==> src/rtl/core/uvs_pkg.sv <==
// Shared types, constants and the arctangent table of the UV-sphere mesh generator.
package uvs_pkg;

  localparam int MAX_SECTORS_DEF = 256;
  localparam int MAX_STACKS_DEF  = 256;
  localparam int ANGLE_BITS_DEF  = 16;

  localparam int RAD_W      = 15;
  localparam int CNT_W      = 9;
  localparam int IDX_W      = 17;
  localparam int COORD_W    = 16;
  localparam int CFG_IDX_W  = 2;
  localparam int CFG_DATA_W = 15;

  localparam logic [CFG_IDX_W-1:0] REG_RADIUS  = 2'd0;
  localparam logic [CFG_IDX_W-1:0] REG_SECTORS = 2'd1;
  localparam logic [CFG_IDX_W-1:0] REG_STACKS  = 2'd2;

  localparam logic [RAD_W-1:0] RADIUS_RST  = 15'd256;
  localparam logic [CNT_W-1:0] SECTORS_RST = 9'd36;
  localparam logic [CNT_W-1:0] STACKS_RST  = 9'd18;

  localparam int MIN_SECTORS = 3;
  localparam int MIN_STACKS  = 2;

  localparam int CORDIC_STEPS = 20;
  localparam int STEP_W       = 5;
  localparam int CORDIC_GAIN  = 652032874;

  // One unit of work handed from the sequencer to the datapath
  typedef struct packed {
    logic             is_tri;
    logic             last;
    logic [IDX_W-1:0] ca;
    logic [IDX_W-1:0] cb;
    logic [IDX_W-1:0] cc;
    logic [CNT_W-1:0] stack_pos;
    logic [CNT_W-1:0] sector_pos;
    logic [CNT_W-1:0] sectors;
    logic [CNT_W-1:0] stacks;
    logic [RAD_W-1:0] radius;
  } job_t;

  // Arctangent of 2^-i in units of 2^-32 turn
  function automatic logic [29:0] atan_turn(input logic [STEP_W-1:0] i);
    logic [29:0] v;
    case (i)
      5'd0:  v = 30'd536870912;
      5'd1:  v = 30'd316933406;
      5'd2:  v = 30'd167458907;
      5'd3:  v = 30'd85004756;
      5'd4:  v = 30'd42667331;
      5'd5:  v = 30'd21354465;
      5'd6:  v = 30'd10680862;
      5'd7:  v = 30'd5340245;
      5'd8:  v = 30'd2670163;
      5'd9:  v = 30'd1335087;
      5'd10: v = 30'd667544;
      5'd11: v = 30'd333772;
      5'd12: v = 30'd166886;
      5'd13: v = 30'd83443;
      5'd14: v = 30'd41722;
      5'd15: v = 30'd20861;
      5'd16: v = 30'd10430;
      5'd17: v = 30'd5215;
      5'd18: v = 30'd2608;
      5'd19: v = 30'd1304;
      default: v = 30'd0;
    endcase
    return v;
  endfunction

endpackage

==> src/rtl/core/uvs_queue.sv <==
// Two-entry job queue between the sequencer and the vertex datapath.
module uvs_queue (
  input  logic          clk,
  input  logic          rst_n,
  input  logic          push,
  input  uvs_pkg::job_t push_job,
  output logic          full,
  input  logic          pop,
  output logic          valid,
  output uvs_pkg::job_t head
);

  uvs_pkg::job_t mem_r [2];
  logic          wp_r;
  logic          rp_r;
  logic [1:0]    cnt_r;

  assign full  = (cnt_r == 2'd2);
  assign valid = (cnt_r != 2'd0);
  assign head  = mem_r[rp_r];

  always_ff @(posedge clk) begin
    if (push) begin
      mem_r[wp_r] <= push_job;
    end
  end

  always_ff @(posedge clk) begin
    if (!rst_n) begin
      wp_r  <= 1'b0;
      rp_r  <= 1'b0;
      cnt_r <= 2'd0;
    end else begin
      if (push) begin
        wp_r <= ~wp_r;
      end
      if (pop) begin
        rp_r <= ~rp_r;
      end
      case ({push, pop})
        2'b10:   cnt_r <= cnt_r + 2'd1;
        2'b01:   cnt_r <= cnt_r - 2'd1;
        default: cnt_r <= cnt_r;
      endcase
    end
  end

endmodule

==> config.mk <==
export PLATFORM = sky130hd
export DESIGN_NAME = uvs_queue
export DESIGN_NICKNAME = d
export VERILOG_FILES = /design/src/rtl/core/uvs_pkg.sv /design/src/rtl/core/uvs_queue.sv
export SDC_FILE = /design/constraint.sdc
export NUM_CORES = 1
export LEC_CHECK = 0
export ABC_CLOCK_PERIOD_IN_PS = 6280
export BUFFER_PORTS_ARGS = -buffer_cell sky130_fd_sc_hd__buf_2
export CELL_PAD_IN_SITES_DETAIL_PLACEMENT = 0
export CELL_PAD_IN_SITES_GLOBAL_PLACEMENT = 1
export CORE_MARGIN = 8
export CORE_UTILIZATION = 44
export DETAILED_ROUTE_END_ITERATION = 12
export PLACE_DENSITY = 0.84
export REMOVE_ABC_BUFFERS = 1
export SLEW_MARGIN = 30
export SYNTH_ARGS = -nofsm -noshare
export SYNTH_HDL_FRONTEND = slang
export SYNTH_SLANG_ARGS = --single-unit
==> constraint.sdc <==
create_clock -name clk -period 6.28 [get_ports clk]
set_clock_uncertainty 0.15 [all_clocks]
set_input_delay 0.628 -clock clk [delete_from_list [all_inputs] [get_ports clk]]
set_output_delay 0.628 -clock clk [all_outputs]
set_load 0.02 [all_outputs]
### Word-level counts from Yosys, hierarchy flattened

Memory sizes are Yosys's and may differ from the RTL's. A register that Yosys moved wholly into a read port is not among the register bits.
Cells that the tools add are included.

| storage, ports and cells | value |
|---|---|
| flip-flop bits (word level) | 4 |
| logic and storage cells | 18 |
| input port bits | 108 |
| RAM bits | 208 |
| output and inout port bits | 106 |
| memories | 1 |

| cells by class | value |
|---|---|
| reduce and logical (&&, ||, !) cells | 2 |
| muxes and demuxes | 5 |
| eq/ne operators | 3 |
| bitwise logic cells | 2 |
| add/sub/neg operators | 2 |

Memory list:

| memory | depth | width | read ports | clocked after Yosys merged registers in | wr ports | line | source |
|---|---|---|---|---|---|---|---|
| mem_r | 2 | 104 | 1 | 1 | 1 | uvs_queue.sv:13 | `uvs_pkg::job_t mem_r [2];` |

Operators with widths:

| operator | number |
|---|---|
| == test 2 bit, second input constant | 2 |
| 2-to-1 mux 1 bit | 4 |
| one-hot mux 2 bit (2 select lines) | 1 |
| nonzero test 2 bit | 2 |
| adder 2 x 1 -> 2 bit, second input constant | 1 |
| == test 2 x 1 -> 1 bit, second input constant | 1 |
| inverter 1 bit | 2 |
| subtractor 2 x 1 -> 2 bit, second input constant | 1 |

### Longest topological paths before layout

| depth | value |
|---|---|
| depth in word-level cells | 3 |
| mapped depth | 5 |
| gate-level depth less buffers | 5 |

### Worst setup path after synthesis

Ideal clock, no wire load.

| timing | value |
|---|---|
| kind | input port to flip-flop |
| start | in push |
| end | mem mem_r[0][0] (netlist bit) (enable) |
| library setup time | 0.572 ns |
| setup slack | 0.484 ns |
| path buffers | 0 |
| stages | 2 |
| arrival | 5.074 ns |
| data required time | 5.558 ns |
| cells stage by stage | inv_1 nor2_1 |

| on the way | value |
|---|---|
| word-level cells in the longest chain between the ends | 2 |

RTL lines:

| what | line | source |
|---|---|---|
| from (decl) | uvs_queue.sv:5 | `input logic push,` |
| 2-to-1 mux 1 bit | uvs_queue.sv:23 | `if (push) begin` |
| 2-to-1 mux 1 bit (implied by the code) | uvs_queue.sv:24 | `mem_r[wp_r] <= push_job;` |
| to (decl) | uvs_queue.sv:13 |  |

No other way between the ends.

==> results.cfg <==
[timing]
timing.final.crit_period_ns = 3.09
post-route-period-util = 0.492
worst_slack_ns = 3.19
worstMarginPinSlew_ns = 0.877
maxSlewHeadroom = 0.416
fin_tns_setup_ns = 0
hold_violations = 0
rsz0062_at_grt = false
fmax_ghz = 0.324
final_max_slew_viol_count = 0
setup_viol = 0

[hold_path]
min_to = mem_r[0][18]$_DFFE_PP_
min_from = push_job[18]
worstHoldPathCells = 1
worstHoldPathType = in2reg

[logic_synthesis]
synthCells = 346
synth_seq_cells = 213
yosysUniqueCellTypes = 19
synth_area_um2 = 7970
ys_warn_count = 0
avgSynthCellArea_um2 = 23.0
ys_seq_area_frac = 0.797

[clock_network]
tritoncts = done
clock_latency_ns = 0.48
hold_buffers = 0
clk_pin_slew_ns = 0.06
cts_resized = 0
cts_sinks = 213
cts_max_path_buffers = 3
cts_root_buffer = clkbuf_16
cts_max_level = 1
cts_setup_buffers = 0
cts_buffers = 22

[placement]
dpl.hpwl_um = 10400
io_buffers = 213
placed_cells = 780
place_area_um2 = 9260
globalplace.congestion = 0.688
pre_cts_slack_ns = 3.13

[floorplan]
start_util = 0.446
ios = 214
die_area_um2 = 22700
dieHeight_um = 151
fp.dieW_um = 151
core_area_um2 = 17800
rows = 49

[job]
cap_viol_max_count = 0

[detailed_routing]
drt-total-wl_um = 15300
drc = 0
avgRoutedWirePerCell_um = 18.6
antenna_left = 0
drt_iter0_markers = 192
routed_via_density = 4.76
dr_total_vias = 3896
first_pass_iters = 4

[setup_path]
rrSetupSlack_ns = 3.98
worstSetupPathType = reg2out
cp.required_ns = 5.50
cp-end-kind = output pin
r2r_start = wp_r$_SDFFE_PN0P_
ff2ff_path_depth = 3
path_max_fanout = 40
reg2reg_to = mem_r[0][7]$_DFFE_PP_
worstPathArrival_ns = 2.31
startpoint_type = flop

[power_and_ir_drop]
p_sw_mw = 0.737
power_density_nw_per_um2 = 328
p_leak_nw = 3.86
clockPowerShare = 0.368
ir_worst_vdd_mv = 0.219
p_int_mw = 2.53
combPwrFrac = 0.121
power_frac_seq = 0.511
swShare = 0.226

[outcome]
status = completed

[grt]
grt_pass1_wl_um = 23200
overflow = 0
track_usage = 0.131
grt_max_degree = 66
grt_antenna_before_repair = 1
grt_pass1_vias = 4434

[finish]
mostFrequentLayoutCell = buf_2
design_area_um2 = 9950
nets = 685
final_core_util = 0.558
n_fill_cell = 1415
final_layout_size_suffix_gt1_frac = 0.601
final_cell_mix = buf_2, edfxtp_1, mux2_4
syn_to_final_growth_pct = 25.0
finalNonFillerCells = 819
multi_input_area_um2 = 1520
regArea_um2 = 6350
logic make-up (layout without fill, tap and decap cells):
family / after synthesis / after routing / share of synthesized area
buf+inv: 13 / 256 / 0.0135
simple gates: 9 / 9 / 0.00707
xor+xnor: 3 / 3 / 0.00330
other cells: 0 / 1 / 0
mux: 104 / 104 / 0.175
flops: 213 / 213 / 0.797
compound gates: 3 / 3 / 0.00251
fa+ha+maj: 1 / 1 / 0.00157
metal layers:
layer,vias to the layer above,global-route usage,share of wire
li1,1826,-,-
met1,1888,0.144,0.37
met2,155,0.227,0.50
met3,27,0.0517,0.11
met4,0,0.0435,0.022
met5,-,0,0
Yosys cell counts:
master,count,area (um2)
buf_2,5,25.0
mux2_2,44,495
or2_2,1,6.26
a21boi_1,1,7.51
inv_1,1,3.75
nor2_1,1,3.75
mux2_4,60,901
buf_6,7,78.8
or3_1,1,6.26
edfxtp_1,208,6250
o21ai_0,1,5.00
nor2b_1,1,6.26
dfxtp_1,5,100
o21a_1,1,7.51
ha_1,1,12.5
xor2_1,1,8.76
and2_1,4,25.0
and2b_2,1,8.76
xnor2_1,2,17.5
sequential cells by signal, summed over array words and instances (netlist names), named ones only:
register and cells:
wp_r 1, cnt_r 2, rp_r 1, mem_r 208
final cells by class:
type                            instances  share of cell area
Antenna cell                            1            0.000251
Clock buffer                           30              0.0605
Clock inverter                          7             0.00654
Inverter                                1            0.000377
Multi-Input combinational cell        120               0.153
Sequential cell                       213               0.638
Tap cell                              229              0.0288
Timing Repair Buffer                  218               0.113
power groups by stage:
stage	sequential, mW	clock [mW]	combinational (mW)
final	1.67	1.20	0.396
after CTS	1.68	1.24	0.391
after floorplan	1.72	0	0.256
after global placement	1.71	0	0.383
after global routing	1.67	1.29	0.425
after detailed placement	1.71	0	0.389
stage by stage:
| step | power, mW | hold WS [ns] |
|---|---|---|
| 2_1_floorplan | 1.97 | 0.311 |
| 3_3_place_gp | 2.09 | 0.326 |
| 4_1_cts | 3.31 | 0.145 |
| 3_5_place_dp | 2.10 | 0.373 |
| 6_report | 3.27 | 0.169 |
| 5_1_grt | 3.39 | 0.150 |
worst max-delay path by stage:
| stage | start | to | cells after the start |
|---|---|---|---|
| global route | flop | head[103] | 3 |
| finish | flop | head[28] | 3 |
| floorplan | push | mem_r[0][0]$_DFFE_PP_ | 2 |
| global placement | flop | head[103] | 3 |
| detailed placement | flop | head[4] | 3 |
| CTS | flop | head[103] | 3 |
worst max-delay path: stages (launching register included):
cell	delay [ns]
dfxtp_4	0.58
buf_4	0.65
mux2_2	0.41
buf_2	0.16
Note: power is estimated with default switching activity, not from simulation.
