**src/rtl/core/uvs_pkg.sv**
```systemverilog
// Shared types, constants and the arctangent table of the UV-sphere mesh generator.
package uvs_pkg;

  localparam int MAX_SECTORS_DEF = 256;
  localparam int MAX_STACKS_DEF  = 256;
  localparam int ANGLE_BITS_DEF  = 16;

  localparam int RAD_W      = 15;
  localparam int CNT_W      = 9;
  localparam int IDX_W      = 17;
  localparam int COORD_W    = 16;
  localparam int CFG_IDX_W  = 2;
  localparam int CFG_DATA_W = 15;

  localparam logic [CFG_IDX_W-1:0] REG_RADIUS  = 2'd0;
  localparam logic [CFG_IDX_W-1:0] REG_SECTORS = 2'd1;
  localparam logic [CFG_IDX_W-1:0] REG_STACKS  = 2'd2;

  localparam logic [RAD_W-1:0] RADIUS_RST  = 15'd256;
  localparam logic [CNT_W-1:0] SECTORS_RST = 9'd36;
  localparam logic [CNT_W-1:0] STACKS_RST  = 9'd18;

  localparam int MIN_SECTORS = 3;
  localparam int MIN_STACKS  = 2;

  localparam int CORDIC_STEPS = 20;
  localparam int STEP_W       = 5;
  localparam int CORDIC_GAIN  = 652032874;

  // One unit of work handed from the sequencer to the datapath
  typedef struct packed {
    logic             is_tri;
    logic             last;
    logic [IDX_W-1:0] ca;
    logic [IDX_W-1:0] cb;
    logic [IDX_W-1:0] cc;
    logic [CNT_W-1:0] stack_pos;
    logic [CNT_W-1:0] sector_pos;
    logic [CNT_W-1:0] sectors;
    logic [CNT_W-1:0] stacks;
    logic [RAD_W-1:0] radius;
  } job_t;

  // Arctangent of 2^-i in units of 2^-32 turn
  function automatic logic [29:0] atan_turn(input logic [STEP_W-1:0] i);
    logic [29:0] v;
    case (i)
      5'd0:  v = 30'd536870912;
      5'd1:  v = 30'd316933406;
      5'd2:  v = 30'd167458907;
      5'd3:  v = 30'd85004756;
      5'd4:  v = 30'd42667331;
      5'd5:  v = 30'd21354465;
      5'd6:  v = 30'd10680862;
      5'd7:  v = 30'd5340245;
      5'd8:  v = 30'd2670163;
      5'd9:  v = 30'd1335087;
      5'd10: v = 30'd667544;
      5'd11: v = 30'd333772;
      5'd12: v = 30'd166886;
      5'd13: v = 30'd83443;
      5'd14: v = 30'd41722;
      5'd15: v = 30'd20861;
      5'd16: v = 30'd10430;
      5'd17: v = 30'd5215;
      5'd18: v = 30'd2608;
      5'd19: v = 30'd1304;
      default: v = 30'd0;
    endcase
    return v;
  endfunction

endpackage

```
**src/rtl/core/uvs_front.sv**
```systemverilog
// Sequencer: configuration registers, mesh walk and triangle corner indices.
module uvs_front #(
  parameter int MAX_SECTORS = uvs_pkg::MAX_SECTORS_DEF,
  parameter int MAX_STACKS  = uvs_pkg::MAX_STACKS_DEF
) (
  input  logic                             clk,
  input  logic                             rst_n,
  input  logic                             cfg_valid,
  output logic                             cfg_ready,
  input  logic [uvs_pkg::CFG_IDX_W-1:0]    cfg_index,
  input  logic [uvs_pkg::CFG_DATA_W-1:0]   cfg_data,
  input  logic                             in_valid,
  output logic                             in_stall,
  input  logic                             in_restart,
  input  logic                             q_full,
  output logic                             q_push,
  output uvs_pkg::job_t                    q_job
);

  localparam int CW = uvs_pkg::CNT_W;

  function automatic logic [CW-1:0] clamp_cnt(input logic [CW-1:0] c, input int lo,
                                              input int hi);
    logic [CW-1:0] r;
    if (int'(c) < lo) begin
      r = CW'(lo);
    end else if (int'(c) > hi) begin
      r = CW'(hi);
    end else begin
      r = c;
    end
    return r;
  endfunction

  logic [uvs_pkg::RAD_W-1:0] radius_r, lat_radius_r;
  logic [CW-1:0]             sectors_r, stacks_r, lat_sec_r, lat_stk_r;
  logic                      phase_r, lower_r, fin_r;
  logic [CW-1:0]             stack_r, sector_r;

  logic          accept;
  logic [CW:0]   sec_inc, stk_inc, sec_p1;
  logic [18:0]   prod;
  logic [19:0]   k1, k2;
  logic          lower, adv;

  assign cfg_ready = 1'b1;
  assign in_stall  = q_full;
  assign accept    = in_valid && !in_stall;
  assign q_push    = accept && !in_restart && !fin_r;

  assign sec_inc = {1'b0, sector_r} + 10'd1;
  assign stk_inc = {1'b0, stack_r} + 10'd1;
  assign sec_p1  = {1'b0, lat_sec_r} + 10'd1;
  assign prod    = {10'b0, stack_r} * {9'b0, sec_p1};
  assign k1      = {1'b0, prod} + {11'b0, sector_r};
  assign k2      = k1 + {10'b0, sec_p1};
  assign lower   = lower_r || (stack_r == '0);
  assign adv     = lower || ({1'b0, stack_r} == {1'b0, lat_stk_r} - 10'd1);

  always_comb begin
    q_job            = '0;
    q_job.stack_pos  = stack_r;
    q_job.sector_pos = sector_r;
    q_job.sectors    = lat_sec_r;
    q_job.stacks     = lat_stk_r;
    q_job.radius     = lat_radius_r;
    if (phase_r) begin
      q_job.is_tri = 1'b1;
      if (lower) begin
        q_job.ca = 17'(k1 + 20'd1);
        q_job.cb = k2[16:0];
        q_job.cc = 17'(k2 + 20'd1);
      end else begin
        q_job.ca = k1[16:0];
        q_job.cb = k2[16:0];
        q_job.cc = 17'(k1 + 20'd1);
      end
      q_job.last = adv && (sec_inc >= {1'b0, lat_sec_r}) &&
                   (stk_inc >= {1'b0, lat_stk_r});
    end
  end

  always_ff @(posedge clk) begin
    if (!rst_n) begin
      radius_r     <= uvs_pkg::RADIUS_RST;
      sectors_r    <= uvs_pkg::SECTORS_RST;
      stacks_r     <= uvs_pkg::STACKS_RST;
      lat_radius_r <= uvs_pkg::RADIUS_RST;
      lat_sec_r    <= clamp_cnt(uvs_pkg::SECTORS_RST, uvs_pkg::MIN_SECTORS, MAX_SECTORS);
      lat_stk_r    <= clamp_cnt(uvs_pkg::STACKS_RST, uvs_pkg::MIN_STACKS, MAX_STACKS);
      phase_r      <= 1'b0;
      lower_r      <= 1'b0;
      fin_r        <= 1'b1;
      stack_r      <= '0;
      sector_r     <= '0;
    end else begin
      if (cfg_valid && cfg_ready) begin
        unique case (cfg_index)
          uvs_pkg::REG_RADIUS:  radius_r  <= cfg_data;
          uvs_pkg::REG_SECTORS: sectors_r <= cfg_data[CW-1:0];
          uvs_pkg::REG_STACKS:  stacks_r  <= cfg_data[CW-1:0];
          default: ;
        endcase
      end
      if (accept) begin
        if (in_restart) begin
          lat_radius_r <= radius_r;
          lat_sec_r    <= clamp_cnt(sectors_r, uvs_pkg::MIN_SECTORS, MAX_SECTORS);
          lat_stk_r    <= clamp_cnt(stacks_r, uvs_pkg::MIN_STACKS, MAX_STACKS);
          phase_r      <= 1'b0;
          lower_r      <= 1'b0;
          fin_r        <= 1'b0;
          stack_r      <= '0;
          sector_r     <= '0;
        end else if (!fin_r) begin
          if (!phase_r) begin
            // vertex walk includes the seam column and both poles
            if (sec_inc > {1'b0, lat_sec_r}) begin
              sector_r <= '0;
              if (stk_inc > {1'b0, lat_stk_r}) begin
                stack_r <= '0;
                phase_r <= 1'b1;
                lower_r <= 1'b0;
              end else begin
                stack_r <= stk_inc[CW-1:0];
              end
            end else begin
              sector_r <= sec_inc[CW-1:0];
            end
          end else begin
            lower_r <= !adv;
            if (adv) begin
              if (sec_inc >= {1'b0, lat_sec_r}) begin
                sector_r <= '0;
                stack_r  <= stk_inc[CW-1:0];
                if (stk_inc >= {1'b0, lat_stk_r}) begin
                  fin_r <= 1'b1;
                end
              end else begin
                sector_r <= sec_inc[CW-1:0];
              end
            end
          end
        end
      end
    end
  end

endmodule

```
**config.mk**
```make
export PLATFORM = sky130hd
export DESIGN_NAME = uvs_front
export DESIGN_NICKNAME = d
export VERILOG_FILES = /design/src/rtl/core/uvs_pkg.sv /design/src/rtl/core/uvs_front.sv
export SDC_FILE = /design/constraint.sdc
export NUM_CORES = 1
export LEC_CHECK = 0
export BUFFER_PORTS_ARGS = -buffer_cell sky130_fd_sc_hd__buf_4
export CORE_MARGIN = 2
export CORE_UTILIZATION = 40
export DETAILED_ROUTE_END_ITERATION = 8
export SYNTH_ARGS = -nofsm -noshare
export SYNTH_HDL_FRONTEND = slang
export SYNTH_SLANG_ARGS = --single-unit
```
**constraint.sdc**
```tcl
create_clock -name clk -period 10.05 [get_ports clk]
set_input_delay 2.01 -clock clk [delete_from_list [all_inputs] [get_ports clk]]
set_output_delay 2.01 -clock clk [all_outputs]
set_load 0.02 [all_outputs]
```
# Yosys cells after proc, flatten, opt, wreduce, memory -nomap -nowiden
# Cells that the tools add are included.
# word_totals
register_bits,87
output_inout_bits,107
word_cells,92
# op_classes
addsub,8
mul,1
n_lt_le_gt_ge,8
eq_ne,6
n_mux,35
n_reduce_logical,23
# op_table
op,n
2-to-1 mux 9 bit,17
2-to-1 mux 53 bit,1
2-to-1 mux 51 bit,1
"adder 17 x 1 -> 17 bit, second input constant",2
"adder 9 x 1 -> 10 bit, second input constant",3
greater-or-equal comparator 10 x 9 -> 1 bit,2
> comparator 10 x 9 -> 1 bit,2
"> comparator 9 bit, second input constant",2
"< comparator 9 x 2 -> 1 bit, second input constant",2
adder 17 x 10 -> 17 bit,1
adder 17 x 9 -> 17 bit,1
multiplier 9 x 10 -> 17 bit,1
2-to-1 mux 1 bit,16
== test 9 x 10 -> 1 bit,1
AND reduction 2 bit,5
"subtractor 9 x 1 -> 10 bit, second input constant",1
zero test 9 bit,1
"!= test 3 x 2 -> 1 bit, second input constant",2
nonzero test 3 bit,2
logical AND 1 bit,5
AND reduction 5 bit,1
zero test 1 bit,4
AND reduction 4 bit,1
AND reduction 3 bit,1
5 further kinds,6

# Depth between registers and ports, before layout
# Gate-level depths: netlist of run 1.
# depth
ltp_word,8
ltp_mapped,31

# Worst setup path before layout of run 1
# OpenSTA, ideal clock, no wires.
# synth_path
path_type,register -> output
start,register lat_sec_r[3]
end,output q_job[66] (netlist bit)
arrival_time_ps,7817
required_time_ps,8040
setup_slack_ps,223
path_stages_with_launch,29
n_path_buf,0
path_cell_list,dfxtp_1 -> and3_1 -> and3_1 -> nand3_1 -> xnor2_1 -> nand2_1 -> fa_1 -> inv_1 -> fa_1 -> inv_1 -> fa_1 -> inv_1 -> fa_1 -> inv_1 -> fa_1 -> inv_1 -> ha_1 -> nor3_1 -> nor2_1 -> ha_1 -> a21o_1 -> mux2_2 -> nor3_1 -> and4b_1 -> and3_1 -> nand3_1 -> or3b_1 -> xor2_1 -> a21oi_1
# synth_lines
element,line_no,text
start: declaration,uvs_front.sv:36,"logic [CW-1:0] sectors_r, stacks_r, lat_sec_r, lat_stk_r;"
start signal: assignment,uvs_front.sv:89,"lat_sec_r <= clamp_cnt(uvs_pkg::SECTORS_RST, uvs_pkg::MIN_SECTORS, MAX_SECTORS);"
start signal: assignment,uvs_front.sv:108,"lat_sec_r <= clamp_cnt(sectors_r, uvs_pkg::MIN_SECTORS, MAX_SECTORS);"
end: declaration,uvs_front.sv:17,output uvs_pkg::job_t q_job

==> flow_metrics.py, run 1 <==
metrics = {
    "worst_setup_path": {
        "crit_path_end_kind": "primary output",
        "critPathKind": "register to primary output",
        "r2r_end": "stack_r[0]",
        "critPathMaxStageDelay_ns": 0.53,
        "timing.rr.start": "sector_r[0]",
        "crit_start": "lat_sec_r[4]",
        "setup.worst_path.end": "q_job[66]",
        "required_ns": 8.04,
        "worstPathArrival_ns": 7.66,
        "cp-start-kind": "register",
        "rr_worst_depth": 14,
        "worstPathMaxFanout": 7,
        "r2r_slack_ns": 5.95,
        "worst_path_max_delay_cell": "fa_1",
    },
    "floorplanning": {
        "core-area_um2": 24100,
        "die_h_um": 160,
        "io-pin-count": 130,
        "dieArea_um2": 25600,
        "fp-row-count": 57,
        "die_w_um": 160,
        "start_util_pct": 40.4,
    },
    "timing": {
        "fin_crit_sh_pct": 96.2,
        "holdWs_ns": 0.467,
        "finalSetupViolCount": 0,
        "max_slew_margin_pct": 33.5,
        "fin_ws_ns": 0.382,
        "max_freq_mhz": 103,
        "slew_violations": 0,
        "tightest_slew_ns": 0.995,
        "clock_skew_ns": 0.0107,
        "finalHoldViolCount": 0,
        "period_needed_ns": 9.67,
    },
    "clock_tree": {
        "clk_pin_slew_ns": 0.07,
        "cts_sinks": 87,
        "clk_latency_ns": 0.34,
        "cts-root-buf": "clkbuf_16",
        "cts.htree.levels": 3,
        "clockBufferDepth": 2,
        "cts_hold_buffers": 0,
        "numCtsBuffers": 9,
        "cts_tree": "built",
    },
    "yosys": {
        "synthArstFlopShare_pct": 0,
        "ys.flop_type": "dfxtp_1",
        "netlist_instances": 1176,
        "synth_edf_count": 0,
        "synth_top_family_by_area": "simple AND/OR/NAND/NOR gates",
        "synth_xor_area_share_pct": 8.25,
        "synthAdderAreaFrac_pct": 23.1,
        "yosys.cell_types.count": 103,
        "syn_area_um2": 9740,
        "synth_nets": 1342,
        "yosysWarnings": 0,
        "synth_compound_area_share_pct": 17.3,
        "synth-simple-area-share_pct": 24.6,
        "syn_avg_cell_area_um2": 8.28,
        "ys_seq_area_share_pct": 17.9,
        "synthMuxAreaShare_pct": 2.49,
        "yosys_register_bits": 87,
    },
    "global_route": {
        "grt_max_degree": 77,
        "grt_pass1_wl_um": 41600,
        "antenna_found_initial": 0,
        "track_usage_pct": 19.7,
        "first_global_vias": 8133,
        "overflow": 0,
    },
    "final_layout": {
        "area_growth_pct": 19.0,
        "seqCellArea_um2": 1750,
        "layout-drive-gt1-share_pct": 20.2,
        "post_layout_nonfiller_instances": 1624,
        "fillers": 2406,
        "nets": 1461,
        "multi_input_area_um2": 7540,
        "n_antenna_cell": 0,
    },
    "place": {
        "place_worst_setup_slack_ns": 0.110,
        "gp_congestion": 0.847,
        "io_buffers": 128,
        "hpwl_um": 20000,
        "placedCellCount": 1597,
    },
    "power": {
        "swShare_pct": 25.4,
        "p_leak_uw": 0.00540,
        "pwr-share-clk_pct": 42.4,
        "pwr-share-seq_pct": 48.6,
        "p_per_area_nw_per_um2": 63.6,
        "power.total_uw": 738,
        "pwr-share-comb_pct": 9.0,
        "ir_worst_vdd_v": 0.0000846,
        "intPower_uw": 550,
        "p_switching_uw": 188,
    },
    "detailed_routing": {
        "antenna_left": 0,
        "dr_total_vias": 8499,
        "wl_per_cell_um": 15.8,
        "drt-total-wl_um": 25600,
        "drcViolationCount": 0,
        "first_pass_iters": 4,
        "drt_iter0_drc": 306,
        "avgViaCountPerCell": 5.23,
    },
    "hold_path": {
        "min_path_type": "register to register",
    },
    "run_status": {
        "status": "finished clean",
    },
    "flow_run": {
        "drv_cap": 0,
    },
}
## cells in the final DEF (no fill, tap or decap), types with 35 or more instances in the layout
cell type,instances
nor2_1,61
ha_1,74
inv_1,94
dfxtp_1,84
buf_4,165
a21oi_1,46
fa_1,62
and2_1,64
xnor2_1,42
nor2b_1,35
nand2_1,155
## power by group through the flow
stage | Combinational, uW | Clock [uW] | Sequential [uW]
3_3_place_gp | 65.0 | 0 | 366
2_1_floorplan | 40.5 | 0 | 366
6_report | 66.3 | 313 | 358
4_1_cts | 65.7 | 321 | 358
5_1_grt | 73.0 | 334 | 359
3_5_place_dp | 65.3 | 0 | 366
## cell usage after synthesis, types with 16 or more instances
| cell | number | area share (%) |
|---|---|---|
| nor2b_1 | 35 | 2.2 |
| a21oi_1 | 47 | 2.4 |
| and2_1 | 64 | 4.1 |
| dfxtp_1 | 87 | 18 |
| nand3_1 | 31 | 1.6 |
| a21boi_0 | 33 | 2.5 |
| o21ai_0 | 23 | 1.2 |
| mux2i_1 | 22 | 2.3 |
| ha_1 | 81 | 10 |
| xnor2_1 | 45 | 4.0 |
| clkbuf_1 | 50 | 1.9 |
| and3_1 | 16 | 1.0 |
| nand2_1 | 156 | 6.0 |
| a22o_1 | 17 | 1.5 |
| nor3_1 | 26 | 1.3 |
| fa_1 | 62 | 13 |
| nor2_1 | 62 | 2.4 |
| xor2_1 | 34 | 3.1 |
| inv_1 | 94 | 3.6 |
## stage by stage
step	cell area, um2	util (%)	TNS (ns)
after detailed placement	11100	45.9	0
after floorplan	9740	-	0
after global placement	11100	45.9	0
after global routing	11600	48.1	-0.0144
after CTS	11400	47.3	0
final	11600	48.1	0
## logic make-up after synthesis
kind of cell / count (synthesis)
xor+xnor: 84
buf+inv: 154
flops: 87
simple gates: 460
other cells: 1
fa+ha+maj: 143
mux: 24
compound gates: 223
## worst min path at each step
stage,endpoint,cells past startpoint,startpoint
final,lat_radius_r[4],2,radius_r[4]
after global routing,lat_radius_r[4],2,radius_r[4]
after CTS,lat_radius_r[4],2,radius_r[4]
after detailed placement,lat_radius_r[13],2,radius_r[13]
after global placement,radius_r[14],2,radius_r[14]
after floorplan,lat_radius_r[8],2,radius_r[8]
## sequential cells by signal, summed over array words and instances (netlist names), 9 cells and up
name,flops
radius_r,15
stack_r,9
sectors_r,9
lat_sec_r,9
stacks_r,9
lat_stk_r,9
sector_r,9
lat_radius_r,15
## worst max-delay path, delay by kind of cell, from the launching register on
family / cells / cell delay [ns]
compound gates: 5 / 0.99
xor+xnor: 3 / 0.53
fa+ha+maj: 7 / 3.07
buf+inv: 6 / 0.41
flops: 1 / 0.38
simple gates: 10 / 1.92
## routing by layer
| metal | wire [um] | GRT usage [%] | up-vias |
|---|---|---|---|
| met2 | 12100 | 34.2 | 192 |
| met3 | 1120 | 2.78 | 30 |
| met4 | 431 | 4.67 | 0 |
| met5 | 0 | 0 | - |
| li1 | - | - | 4245 |
| met1 | 11900 | 25.8 | 4032 |
## timing repair
action,4_1_cts,5_1_grt
endpoints found under the hold margin,0,0
buffers inserted,1,10
pin swaps,1,7
setup endpoints to repair,4,9
resized for setup,6,28
## area by class of cell
cell class / instances / share of cell area (%)
multi-input cells: 935 / 65.1
clock buffers: 9 / 1.94
flip-flops and latches: 87 / 15.1
clock inverters: 7 / 0.507
inverters: 95 / 3.08
well taps: 324 / 3.50
repair buffers: 167 / 10.9
Note: power is estimated with default switching activity, not from simulation.
==> run 2: changes to the inputs <==
--- a/config.mk
+++ b/config.mk
@@ -6,9 +6,11 @@
 export NUM_CORES = 1
 export LEC_CHECK = 0
 export BUFFER_PORTS_ARGS = -buffer_cell sky130_fd_sc_hd__buf_4
+export CAP_MARGIN = 20
 export CORE_MARGIN = 2
-export CORE_UTILIZATION = 40
+export CORE_UTILIZATION = 60
 export DETAILED_ROUTE_END_ITERATION = 8
+export PLACE_DENSITY = 0.83
 export SYNTH_ARGS = -nofsm -noshare
 export SYNTH_HDL_FRONTEND = slang
 export SYNTH_SLANG_ARGS = --single-unit
==> run 2 against run 1 <==
Clock skew decreased by 0.0056 ns; via count up 3.7%; sequential power about the same; global-route usage rose by 9.0 points; critical path depth did not move; clock power up 5%; flip-flop and latch count unchanged; utilization increased by 24 points; fmax down 1.3%; largest power group unchanged; combinational power is 2% lower; setup slack got worse by 0.13 ns.
==> flow_metrics.py, run 2 (same netlist as run 1, synthesis figures left out) <==
metrics = {
    "timing": {
        "period_needed_ns": 9.80,
        "finalHoldViolCount": 0,
        "fin_crit_sh_pct": 97.5,
        "fin_ws_ns": 0.254,
        "slew_violations": 0,
        "max_freq_mhz": 102,
        "clock_skew_ns": 0.00507,
        "max_slew_margin_pct": 34.1,
        "finalSetupViolCount": 0,
        "setup_tns_ns": 0,
        "tightest_slew_ns": 0.988,
    },
    "clock_tree": {
        "cts.htree.levels": 3,
        "cts_tree": "built",
        "cts-root-buf": "clkbuf_16",
        "cts_sinks": 87,
        "clk_pin_slew_ns": 0.06,
        "numCtsBuffers": 9,
        "clockBufferDepth": 2,
        "clk_latency_ns": 0.34,
    },
    "final_layout": {
        "final_cell_mix": "161 x buf_4, 155 x nand2_1, 94 x inv_1",
        "nets": 1456,
        "utilization_pct": 71.9,
        "final_common_cell": "buf_4",
        "reg_top3": "lat_radius_r x15, radius_r x15",
        "fillers": 1251,
        "area_growth_pct": 17.2,
        "n_antenna_cell": 0,
        "layout-drive-gt1-share_pct": 19.8,
    },
    "power": {
        "p_leak_uw": 0.00540,
        "ir_worst_vdd_v": 0.000107,
        "pwr-share-clk_pct": 43.7,
        "p_switching_uw": 175,
        "pwr-share-comb_pct": 8.6,
        "intPower_uw": 577,
        "pwr-share-seq_pct": 47.7,
        "swShare_pct": 23.3,
        "p_per_area_nw_per_um2": 65.9,
    },
    "floorplanning": {
        "io-pin-count": 130,
        "start_util_pct": 61.3,
        "dieArea_um2": 17300,
        "die_w_um": 131,
        "die_h_um": 131,
        "core-area_um2": 15900,
        "fp-row-count": 46,
    },
    "place": {
        "hpwl_um": 19600,
        "gp_congestion": 0.908,
        "io_buffers": 128,
        "place_worst_setup_slack_ns": 0.372,
    },
    "hold_path": {
        "min_path_type": "register to register",
        "whs_path_depth": 2,
    },
    "detailed_routing": {
        "drt-total-wl_um": 25400,
        "drcViolationCount": 0,
        "drt_iter0_drc": 564,
        "wl_per_cell_um": 16.8,
        "avgViaCountPerCell": 5.83,
        "antenna_left": 0,
        "dr_total_vias": 8810,
        "first_pass_iters": 5,
    },
    "worst_setup_path": {
        "worstPathArrival_ns": 7.79,
        "worst_path_max_delay_cell": "fa_1",
        "worstPathMaxFanout": 7,
        "critPathKind": "register to primary output",
        "required_ns": 8.04,
        "rr_worst_depth": 14,
        "critPathMaxStageDelay_ns": 0.53,
        "crit_path_end_kind": "primary output",
        "cp-start-kind": "register",
        "r2r_slack_ns": 6.23,
    },
    "global_route": {
        "grt_pass1_wl_um": 41300,
        "first_global_vias": 8567,
        "track_usage_pct": 28.7,
        "antenna_found_initial": 0,
        "grt_max_degree": 77,
        "overflow": 0,
    },
    "flow_run": {
        "drv_cap": 0,
    },
    "run_status": {
        "status": "finished clean",
    },
}
run 2: area by class of cell:
| cell class | instances | area (um2) | area share [%] |
|---|---|---|---|
| clock buffer | 12 | 246 | 2.16 |
| clock inverter | 3 | 43.8 | 0.384 |
| inverter | 95 | 357 | 3.12 |
| multi-input combinational | 935 | 7520 | 65.9 |
| sequential | 87 | 1750 | 15.4 |
| tap | 216 | 270 | 2.37 |
| timing repair buffer | 162 | 1220 | 10.7 |
run 2: power by group through the flow:
| stage | clock [uW] | combinational (uW) | sequential (uW) |
|---|---|---|---|
| 6_report | 329 | 64.9 | 359 |
| 5_1_grt | 345 | 71.0 | 360 |
| 4_1_cts | 331 | 64.2 | 359 |
| 3_5_place_dp | 0 | 63.9 | 366 |
| 3_3_place_gp | 0 | 62.5 | 366 |
| 2_1_floorplan | 0 | 40.5 | 366 |
run 2: worst max-delay path, delay by kind of cell (launching register included):
family	cells	cell delay, ns
buffers and inverters	6	0.41
xor gates and xnor gates	3	0.60
and+or+nand+nor	10	1.95
adders and majority gates	7	3.12
DFF	1	0.39
AOI/OAI and AO/OA	5	0.98
run 2: metal layers:
metal,GRT usage [%],up-vias,share of wire (%)
met5,0,-,0
li1,-,4236,-
met1,34.7,4262,40
met4,9.42,0,2.4
met3,4.09,43,5.6
met2,52.2,269,52
run 2: path summary, 6_finish.rpt:
path | start | endpoint
worst max-delay path | lat_sec_r[2] | q_job[66]
worst min register to register | radius_r[9] | lat_radius_r[9]
worst max register to register | sector_r[0] | stack_r[0]
worst min-delay path | radius_r[9] | lat_radius_r[9]
run 2: repair_timing:
action / in CTS / in global routing
gates resized for setup: 1 / 35
hold buffers: 0 / 0
setup buffers: 0 / 6
setup endpoints to repair: 1 / 8
pin swaps: 0 / 6
run 2: through the flow:
stage / instance area (um2) / total power (uW) / hold WS, ns / instances
finish: 11400 / 752 / 0.462 / 1510
global route: 11400 / 776 / 0.482 / 1510
global placement: 10900 / 429 / 0.451 / 1489
detailed placement: 10900 / 430 / 0.456 / 1489
CTS: 11200 / 754 / 0.466 / 1504
floorplan: 9740 / 407 / 0.440 / 1176
==> run 3: changes to the inputs <==
--- a/config.mk
+++ b/config.mk
@@ -11,6 +11,7 @@
 export CORE_UTILIZATION = 60
 export DETAILED_ROUTE_END_ITERATION = 8
 export PLACE_DENSITY = 0.83
+export REMOVE_ABC_BUFFERS = 1
 export SYNTH_ARGS = -nofsm -noshare
 export SYNTH_HDL_FRONTEND = slang
 export SYNTH_SLANG_ARGS = --single-unit
==> run 3 against run 2 <==
Total power down 0.24%; critical path type unchanged; global-route usage decreased by 0.44 points; largest power group unchanged; sequential power hardly changed.
==> flow_metrics.py, run 3 (same netlist as run 1, synthesis figures left out) <==
metrics = {
    "run_status": {
        "status": "finished clean",
    },
    "global_route": {
        "overflow": 0,
        "track_usage_pct": 28.3,
        "first_global_vias": 8527,
        "antenna_found_initial": 0,
        "grt_pass1_wl_um": 40600,
        "grt_max_degree": 77,
    },
    "final_layout": {
        "fin_area_um2": 11400,
        "final_common_cell": "buf_4",
        "n_antenna_cell": 0,
        "reg_top3": "lat_radius_r x15, radius_r x15",
        "fillers": 1218,
        "nets": 1457,
        "utilization_pct": 72.0,
        "layout-drive-gt1-share_pct": 20.2,
        "final_cell_mix": "163 x buf_4, 155 x nand2_1, 94 x inv_1",
        "multi_input_area_um2": 7540,
        "seqCellArea_um2": 1750,
        "area_growth_pct": 17.4,
    },
    "hold_path": {
        "whs_path_depth": 2,
        "hp-start": "radius_r[13]",
        "min_path_type": "register to register",
    },
    "worst_setup_path": {
        "cp-start-kind": "register",
        "worstPathArrival_ns": 7.81,
        "worst-path-buf-inv": 4,
        "path_common_cell": "fa_1",
        "timing.rr.start": "sector_r[0]",
        "crit_start": "lat_sec_r[2]",
        "rr_worst_depth": 14,
        "required_ns": 8.04,
        "critPathKind": "register to primary output",
        "crit_path_end_kind": "primary output",
        "critPathMaxStageDelay_ns": 0.55,
        "worstPathMaxFanout": 6,
        "worst_path_max_delay_cell": "fa_1",
        "cp_num_cells": 29,
        "crit_family": "adder cells",
    },
    "detailed_routing": {
        "antenna_left": 0,
        "drcViolationCount": 0,
        "wl_per_cell_um": 17.0,
        "avgViaCountPerCell": 5.90,
        "first_pass_iters": 6,
        "dr_total_vias": 8914,
        "drt-total-wl_um": 25600,
        "drt_iter0_drc": 732,
    },
    "power": {
        "pwr-share-clk_pct": 43.4,
        "p_leak_uw": 0.00539,
        "swShare_pct": 23.8,
        "intPower_uw": 572,
        "power.total_uw": 751,
        "p_per_area_nw_per_um2": 65.7,
        "pwr-share-seq_pct": 47.8,
        "pwr-share-comb_pct": 8.8,
        "p_switching_uw": 179,
        "ir_worst_vdd_v": 0.0000980,
    },
    "timing": {
        "setup_tns_ns": 0,
        "max_slew_margin_pct": 27.9,
        "clock_skew_ns": 0.00765,
        "tightest_slew_ns": 1.08,
        "finalHoldViolCount": 0,
        "fin_crit_sh_pct": 97.7,
        "slew_violations": 0,
        "holdWs_ns": 0.463,
        "max_freq_mhz": 102,
        "period_needed_ns": 9.82,
        "finalSetupViolCount": 0,
    },
    "floorplanning": {
        "core-area_um2": 15900,
        "io-pin-count": 130,
        "start_util_pct": 61.3,
        "die_h_um": 131,
        "die_w_um": 131,
        "fp-row-count": 46,
        "dieArea_um2": 17300,
    },
    "clock_tree": {
        "cts-root-buf": "clkbuf_16",
        "cts.htree.levels": 3,
        "clk_latency_ns": 0.34,
        "cts_sinks": 87,
        "clk_pin_slew_ns": 0.06,
        "numCtsBuffers": 9,
        "cts_tree": "built",
        "clockBufferDepth": 2,
    },
    "place": {
        "place_area_um2": 10900,
        "io_buffers": 128,
        "gp_congestion": 0.921,
        "hpwl_um": 19400,
    },
    "flow_run": {
        "drv_cap": 0,
    },
}
-- run 3: layout make-up --
| type | count | area share [%] |
|---|---|---|
| clock buffer | 10 | 2.00 |
| clock inverter | 4 | 0.504 |
| inverter | 95 | 3.12 |
| multi-input combinational | 935 | 66.0 |
| sequential | 87 | 15.3 |
| tap | 216 | 2.36 |
| timing repair buffer | 163 | 10.7 |
-- run 3: metrics by stage --
step | cells | setup WS (ns)
after global placement | 1484 | 0.261
final | 1510 | 0.227
after CTS | 1506 | 0.00588
after floorplan | 1117 | 0.127
after detailed placement | 1484 | -0.0157
after global routing | 1510 | -0.0360
-- run 3: per-layer routing --
layer | part of all wire [%] | GRT usage (%)
met1 | 41 | 34.6
met4 | 3.6 | 10.9
met2 | 49 | 49.7
met3 | 6.3 | 4.67
met5 | 0 | 0
-- run 3: final timing paths --
| path | endpoint | slack (ns) |
|---|---|---|
| worst min-delay path | lat_radius_r[13] | 0.46 |
| worst max register to register | stack_r[0] | 6.16 |
| worst max-delay path | q_job[66] | 0.23 |
| worst min register to register | lat_radius_r[13] | 0.46 |
-- run 3: what timing repair did --
action / CTS / global route
hold buffers: 0 / 0
endpoints found under the setup margin: 6 / 8
gates resized for setup: 12 / 28
buffers inserted: 8 / 4
pin swaps: 4 / 6
-- run 3: worst min-delay path, stage by stage, from the launching register on --
cell	delay, ns
dfxtp_1	0.31
nand2_1	0.05
a21boi_0	0.06
-- run 3: power by group through the flow --
stage / clock, uW / combinational, uW / sequential, uW
after CTS: 328 / 65.4 / 359
after detailed placement: 0 / 63.7 / 366
final: 326 / 66.2 / 359
after floorplan: 0 / 34.6 / 367
after global routing: 342 / 71.7 / 359
after global placement: 0 / 62.3 / 366
